--- src/design/fbde_pkg.sv ---
package fbde_pkg;

  localparam int FB_WIDTH_DEF  = 256;
  localparam int FB_HEIGHT_DEF = 128;

  // internal coordinate width, wide enough for xa + xb and Bresenham error terms
  localparam int CW = 16;
  typedef logic signed [CW-1:0] coord_t;

  localparam logic [3:0] OP_CLEAR  = 4'd0;
  localparam logic [3:0] OP_POINT  = 4'd1;
  localparam logic [3:0] OP_HSPAN  = 4'd2;
  localparam logic [3:0] OP_VSPAN  = 4'd3;
  localparam logic [3:0] OP_LINE   = 4'd4;
  localparam logic [3:0] OP_RECT   = 4'd5;
  localparam logic [3:0] OP_FILL   = 4'd6;
  localparam logic [3:0] OP_BORDER = 4'd7;
  localparam logic [3:0] OP_READ   = 4'd8;

  typedef enum logic [3:0] {
    J_NONE,
    J_CLEAR,
    J_POINT,
    J_HSPAN,
    J_VSPAN,
    J_LINE,
    J_FILL,
    J_INNER,
    J_TOP,
    J_BOT,
    J_LEFT,
    J_RIGHT,
    J_READ
  } job_sel_t;

  typedef struct packed {
    logic     load;
    logic     start;
    job_sel_t sel;
    logic     out_load;
  } ctl_t;

  typedef struct packed {
    logic done;
  } sts_t;

endpackage

--- src/design/fbde_ctrl.sv ---
module fbde_ctrl (
  input  logic          clk,
  input  logic          rst_n,
  input  logic          in_valid,
  output logic          in_stall,
  input  logic [3:0]    in_operation,
  output logic          out_valid,
  input  logic          out_stall,
  output fbde_pkg::ctl_t ctl,
  input  fbde_pkg::sts_t sts
);
  import fbde_pkg::*;

  typedef enum logic [1:0] {
    ST_IDLE,
    ST_ISSUE,
    ST_BUSY,
    ST_FINISH
  } state_t;

  state_t     state_r;
  logic [3:0] op_r;
  logic [2:0] step_r;
  logic       out_valid_r;
  job_sel_t   job;
  logic       accept;

  function automatic job_sel_t job_of(logic [3:0] op, logic [2:0] step);
    job_sel_t j;
    j = J_NONE;
    case (op)
      OP_RECT: begin
        case (step)
          3'd0:    j = J_TOP;
          3'd1:    j = J_BOT;
          3'd2:    j = J_LEFT;
          3'd3:    j = J_RIGHT;
          default: j = J_NONE;
        endcase
      end
      OP_BORDER: begin
        case (step)
          3'd0:    j = J_INNER;
          3'd1:    j = J_TOP;
          3'd2:    j = J_BOT;
          3'd3:    j = J_LEFT;
          3'd4:    j = J_RIGHT;
          default: j = J_NONE;
        endcase
      end
      default: begin
        if (step == 3'd0) begin
          case (op)
            OP_CLEAR: j = J_CLEAR;
            OP_POINT: j = J_POINT;
            OP_HSPAN: j = J_HSPAN;
            OP_VSPAN: j = J_VSPAN;
            OP_LINE:  j = J_LINE;
            OP_FILL:  j = J_FILL;
            OP_READ:  j = J_READ;
            default:  j = J_NONE;
          endcase
        end
      end
    endcase
    return j;
  endfunction

  assign in_stall  = (state_r != ST_IDLE);
  assign accept    = in_valid && !in_stall;
  assign out_valid = out_valid_r;
  assign job       = job_of(op_r, step_r);

  always_comb begin
    ctl.load     = accept;
    ctl.start    = (state_r == ST_ISSUE) && (job != J_NONE);
    ctl.sel      = job;
    ctl.out_load = (state_r == ST_FINISH) && (!out_valid_r || !out_stall);
  end

  always_ff @(posedge clk) begin
    if (!rst_n) begin
      state_r     <= ST_IDLE;
      out_valid_r <= 1'b0;
      step_r      <= '0;
      op_r        <= OP_CLEAR;
    end else begin
      if (ctl.out_load) begin
        out_valid_r <= 1'b1;
      end else if (!out_stall) begin
        out_valid_r <= 1'b0;
      end
      case (state_r)
        ST_IDLE: begin
          if (accept) begin
            op_r    <= in_operation;
            step_r  <= '0;
            state_r <= ST_ISSUE;
          end
        end
        ST_ISSUE: begin
          state_r <= (job == J_NONE) ? ST_FINISH : ST_BUSY;
        end
        ST_BUSY: begin
          if (sts.done) begin
            step_r  <= step_r + 3'd1;
            state_r <= ST_ISSUE;
          end
        end
        ST_FINISH: begin
          if (ctl.out_load) begin
            state_r <= ST_IDLE;
          end
        end
        default: state_r <= ST_IDLE;
      endcase
    end
  end

  // datapath only finishes a job the controller is waiting on
  a_done_in_busy: assert property (@(posedge clk) disable iff (!rst_n)
    sts.done |-> state_r == ST_BUSY)
    else $error("datapath done outside busy state");

  a_accept_issue: assert property (@(posedge clk) disable iff (!rst_n)
    accept |=> state_r == ST_ISSUE)
    else $error("accepted command did not start issuing");

  a_out_slot_free: assert property (@(posedge clk) disable iff (!rst_n)
    ctl.out_load |-> (!out_valid_r || !out_stall))
    else $error("result overwritten while stalled");

endmodule

--- config.mk ---
export PLATFORM = sky130hd
export DESIGN_NAME = fbde_ctrl
export DESIGN_NICKNAME = d
export VERILOG_FILES = /design/src/design/fbde_pkg.sv /design/src/design/fbde_ctrl.sv
export SDC_FILE = /design/constraint.sdc
export NUM_CORES = 1
export LEC_CHECK = 0
export ABC_AREA = 1
export BUFFER_PORTS_ARGS = -buffer_cell sky130_fd_sc_hd__buf_2
export CORE_MARGIN = 2
export CORE_UTILIZATION = 40
export CTS_CLUSTER_DIAMETER = 40
export CTS_CLUSTER_SIZE = 16
export DETAILED_ROUTE_END_ITERATION = 10
export PLACE_DENSITY_LB_ADDON = 0.25
export SKIP_LAST_GASP = 1
export SLEW_MARGIN = 20
export SYNTH_ARGS = -nofsm -noshare
export SYNTH_HDL_FRONTEND = slang
export SYNTH_SLANG_ARGS = --single-unit
--- constraint.sdc ---
create_clock -name clk -period 4.39 [get_ports clk]
set_clock_uncertainty 0.15 [all_clocks]
set_input_delay 0.6585 -clock clk [delete_from_list [all_inputs] [get_ports clk]]
set_output_delay 0.6585 -clock clk [all_outputs]
set_load 0.02 [all_outputs]
# After elaboration in Yosys (flattened, before gate mapping)

Index checks and enable logic that the tools add are counted.

Word-level logic and storage cells: 56
Output and inout port bits: 9
Register bits after elaboration: 10

Multiplexer cells: 15
Eq/ne operators: 19
Reduce and logical (&&, ||, !) cells: 17
Add/sub/neg operators: 1

Operator list:

| operator            | count |
|---|---|
| $pmux 4 s7          | 1 |
| $pmux 4 s5          | 1 |
| $eq 4x3->1 const B  | 4 |
| $pmux 4 s4          | 1 |
| $eq 4x2->1 const B  | 2 |
| $logic_not 4->1     | 2 |
| $pmux 2 s4          | 1 |
| $pmux 4 s2          | 1 |
| $eq 3x2->1 const B  | 2 |
| $mux 2              | 3 |
| $mux 3              | 2 |
| $ne 2x2->1 const B  | 3 |
| $pmux 3 s2          | 1 |
| $reduce_and 3->1    | 2 |
| $eq 2x2->1 const B  | 2 |
| $eq 4x1->1 const B  | 1 |
| $eq 4x4->1 const B  | 1 |
| $mux 4              | 1 |
| $reduce_bool 2->1   | 2 |
| $reduce_bool 4->1   | 1 |
| $add 3x1->3 const B | 1 |
| $eq 3x1->1 const B  | 1 |
| $eq 3x3->1 const B  | 1 |
| $logic_and 1x1->1   | 3 |
| 8 further kinds     | 12 |

# Depth between registers and ports, before layout

Depth after elaboration: 7
Mapped depth: 11

# Worst setup path after synthesis

Ideal clock, no wire load.

Path kind: register -> output
Start: reg step_r[0]
End: out ctl[5] (netlist bit)
Path slack: 2.130 ns
Stages on the path, launching flop included: 9
Buffers on the path: 0
Arrival: 1.452 ns
Cells stage by stage: dfxtp_1 inv_1 ha_1 inv_1 nor2_1 nand3_1 nand3_2 nor2_2 a21boi_1

RTL lines:

| element                | RTL line         | text |
|---|---|---|
| start, declared        | fbde_ctrl.sv:23  | `logic [2:0] step_r;` |
| start signal, assigned | fbde_ctrl.sv:106 | `step_r <= step_r + 3'd1;` |
| end, declared          | fbde_ctrl.sv:9   | `output fbde_pkg::ctl_t ctl,` |

==> results <==
- The flow ran to the end, and the final reports show no timing, DRC or antenna violations.
- The number of buffers created by CTS is 3.
- In this run the count of I/O pins placed on the die edge is 18.
- The total area inside the core boundary comes to around 1700 um^2.
- At the end of the flow, the number of nets in the layout was around 150.
- The utilization of the core after routing is 51.2%.
- The flip-flop and latch count after synthesis is 10.
- The maximum level of the CTS H-tree is 1.
- Ranked by total cell area, the synthesized netlist is headed by sky130_fd_sc_hd__dfxtp_1, sky130_fd_sc_hd__nand2_1, sky130_fd_sc_hd__ha_1.
- The worst register-to-register path begins at step_r[2].
- Setup repair after global routing left no endpoint under its margin.
- Once layout is complete, the cells apart from fillers number 162.
- The maximum fanout along the worst path is 4.
- The count of cells resized by post-cts repair is 0.
- The number of instances in the synthesized netlist is about 120.
- In the layout the commonest cells are sky130_fd_sc_hd__nand2_1, sky130_fd_sc_hd__buf_2, sky130_fd_sc_hd__inv_1, sky130_fd_sc_hd__nor2_1, sky130_fd_sc_hd__dfxtp_1.
- The clock latency of the later-clocked register in the worst-skew pair is between 0.2 and 0.3 ns.
- The top cell type by area accounts for between 20% and 30% of the synthesized area.
- The critical path is of the flop to primary output type.
- The capture endpoint of the worst hold path is out_valid.
- The total die area is around 2200 um^2.
- In this run, placement finished with an instance count of around 160.
- The number of clock sinks is 10.
- The time the worst path needs with I/O delays and setup is 2.61 ns.
- During synthesis, Yosys emitted a total of 0 warnings.
- The final weighted congestion in routability-driven placement is approximately 0.86.
- Measured along the y axis, the die boundary spans between 40 and 50 um.
- Once detailed placement completed, the half-perimeter wirelength came to around 1.3 mm.
- In this run the most critical hold path is launched from out_valid.
- The CTS clock-pin slew for the worst setup and hold paths is ~0.070 ns.
- Static timing analysis puts the maximum clock frequency at ~0.38 GHz.
- For the pin with the worst max-slew slack, the measured transition is around 0.33 ns.
- For this configuration, the core starts out at a cell density of 42.9%.
- The length in cells of the worst reg-to-reg path is 8.
- The capturing point of the worst reg2reg path is state_r[0].
- The combined area of all synthesized cells is ~750 um^2.
- The finished cells cover approximately 890 um^2.
- The type of element launching the critical path is a flop.
- In this run the tightest slew margin relative to its limit is between 70% and 80%.
- The via count of the first global-routing pass was 633.
- The number of slew-limit violations in the final report was 0.
- The post-detailed-placement cell area is between 800 and 900 um^2.
- The longest clock path from root to sink contains 2 buffers.
- The average wire length per cell after detail routing is 9.36 um.
- 0 antenna diodes ended up in the layout.
- The accumulated negative setup slack is 0 ns.
- The pre-antenna-repair detailed-routing pass consisted of 4 iterations.
- In the routed layout, each cell is associated on average with a via count of 4.72.
- The most area-hungry cell type in the Yosys netlist is sky130_fd_sc_hd__dfxtp_1.
- For the worst setup path, the data arrival time is approximately 1.8 ns.
- The count of standard-cell rows is 15.
- Data on the critical path is required at its endpoint by roughly 3.6 ns.
- The post-synthesis cell type count is 21.
- The worst path uses 59.4% of the clock period.
- The fraction of final layout cells with drive strength greater than 1 is around a quarter.
- Input and output buffers added on the ports amount to 17.
- After synthesis, the mean cell area works out to approximately 6.4 um^2.
- The class of the tightest hold or removal check is flop to flop.
- When the netlist entered floorplanning its net count stood at roughly 130.
- TritonCTS built the clock tree.
- The portion of the post-synthesis area used by sequential elements is between 20% and 30%.
- The area added between synthesis and finish is 19.4%.
- Setup slack on the critical path of the routed design comes to approximately 1.8 ns.
- The routed layout has about 760 vias.
- The power density normalized to cell area is 419 nW/um^2.
- The detailed router finished its first iteration with 15 violations.
- Entering global routing, the biggest net connects 10 pins.
- The first global-routing pass estimated around 2.5 mm of wire.
- The worst register-to-register path has a setup slack of 2.71 ns.
- The number of cells on the worst hold path is 2.
- The residual antenna-violating net count after detailed routing is 0.
- The number of antenna violations at the first check in global routing is 0.
- Leaving out fill and tap cells, the most frequent cell in the layout is sky130_fd_sc_hd__nand2_1.
- The leftover overflow at the end of global routing is 0.
- For this block, the routed nets add up to roughly 1.5 mm of wire.
- Clock tree synthesis selected as its root buffer the cell sky130_fd_sc_hd__clkbuf_4.
- The total of endpoints with negative setup slack in the final report is 0.
- The die width is approximately 47 um.
- The number of post-CTS setup repair buffers is 0.
- Across the VDD grid, the largest voltage drop is 218 uV.
- The count of max-cap constraint violations is 0.
- The number of remaining DRC errors is 0.
- Summed over all cells, the static leakage comes to 0.491 nW.
- After clock tree synthesis, the flow added hold-fix buffers numbering 0.
- The element type at the critical path end is a primary output.
- The hold violation total from the final report was 0.
- The pre-CTS setup slack is roughly 2.1 ns.
- The total global-route track usage is about 16%.
[registers in the layout, indices dropped and copies added (netlist names)]
register / count
step_r: 3
op_r: 4
out_valid: 1
state_r: 2
[synth_stat cells]
master / number
sky130_fd_sc_hd__nand2_1: 28
sky130_fd_sc_hd__inv_1: 16
sky130_fd_sc_hd__nor2_1: 15
sky130_fd_sc_hd__dfxtp_1: 10
sky130_fd_sc_hd__a21oi_1: 7
sky130_fd_sc_hd__nand3_1: 7
sky130_fd_sc_hd__o21ai_0: 7
sky130_fd_sc_hd__ha_1: 5
sky130_fd_sc_hd__inv_2: 4
sky130_fd_sc_hd__nor2_2: 3
sky130_fd_sc_hd__a211oi_1: 2
sky130_fd_sc_hd__a21oi_2: 2
sky130_fd_sc_hd__nand2_2: 2
sky130_fd_sc_hd__nand3_2: 2
sky130_fd_sc_hd__a2111oi_0: 1
sky130_fd_sc_hd__a21boi_1: 1
sky130_fd_sc_hd__buf_4: 1
sky130_fd_sc_hd__nor3_2: 1
sky130_fd_sc_hd__o211a_1: 1
sky130_fd_sc_hd__o21a_1: 1
sky130_fd_sc_hd__o21ai_2: 1
[how the worst max path moves through the flow]
stage / startpoint / endpoint / slack [ns]
2_1_floorplan: step_r[0] / ctl[5] / 2.13
3_3_place_gp: step_r[1] / ctl[5] / 2.13
5_1_grt: step_r[1] / ctl[5] / 1.57
4_1_cts: step_r[0] / ctl[5] / 1.80
3_5_place_dp: step_r[0] / ctl[5] / 2.09
6_report: step_r[0] / ctl[5] / 1.78
[critical path, stage by stage (launching register included)]
cell and delay, ns:
sky130_fd_sc_hd__dfxtp_1 0.33, sky130_fd_sc_hd__inv_1 0.12, sky130_fd_sc_hd__ha_1 0.16, sky130_fd_sc_hd__inv_1 0.06
sky130_fd_sc_hd__nor2_1 0.21, sky130_fd_sc_hd__inv_1 0.07, sky130_fd_sc_hd__nor2_1 0.17, sky130_fd_sc_hd__a21oi_2 0.08
sky130_fd_sc_hd__a21boi_1 0.15, sky130_fd_sc_hd__buf_2 0.19
[layer usage]
layer	GRT usage (%)	up-vias	routed length (um)
met1	21.6	329	807
met3	2.31	2	53
met4	6.67	0	12
li1	-	417	-
met5	0	-	0
met2	24.6	16	643
[kinds of logic after synthesis]
family / Yosys count / share of synthesized area (%)
flip-flops: 10 / 26.8
AO/OA/AOI/OAI: 23 / 19.4
buffers and inverters: 21 / 11.0
AND/OR/NAND/NOR: 58 / 34.4
adder cells (fa/ha/maj): 5 / 8.36
[cell type report]
cell class | count | area (um^2)
sequential | 10 | 200
fill | 187 | 852
timing repair buffer | 17 | 85.1
clock buffer | 4 | 36.3
tap | 25 | 31.3
inverter | 20 | 75.1
multi-input combinational | 86 | 465
[per-stage QoR]
step / hold WS, ns / power [W]
floorplan: 0.323 / 0.000253
global placement: 0.335 / 0.000292
detailed placement: 0.338 / 0.000294
CTS: 0.354 / 0.000376
global route: 0.401 / 0.000407
finish: 0.356 / 0.000374
[report_power, final]
part / switching, W / total (W) / internal, W / leakage (nW)
logic: 0.000110 / 0.000169 / 0.0000593 / 0.387
clock network: 0.0000328 / 0.0000831 / 0.0000503 / 0.0210
registers: 0.0000169 / 0.000122 / 0.000105 / 0.0825
total: 0.000160 / 0.000374 / 0.000215 / 0.491
Note: power is estimated with default switching activity, not from simulation.
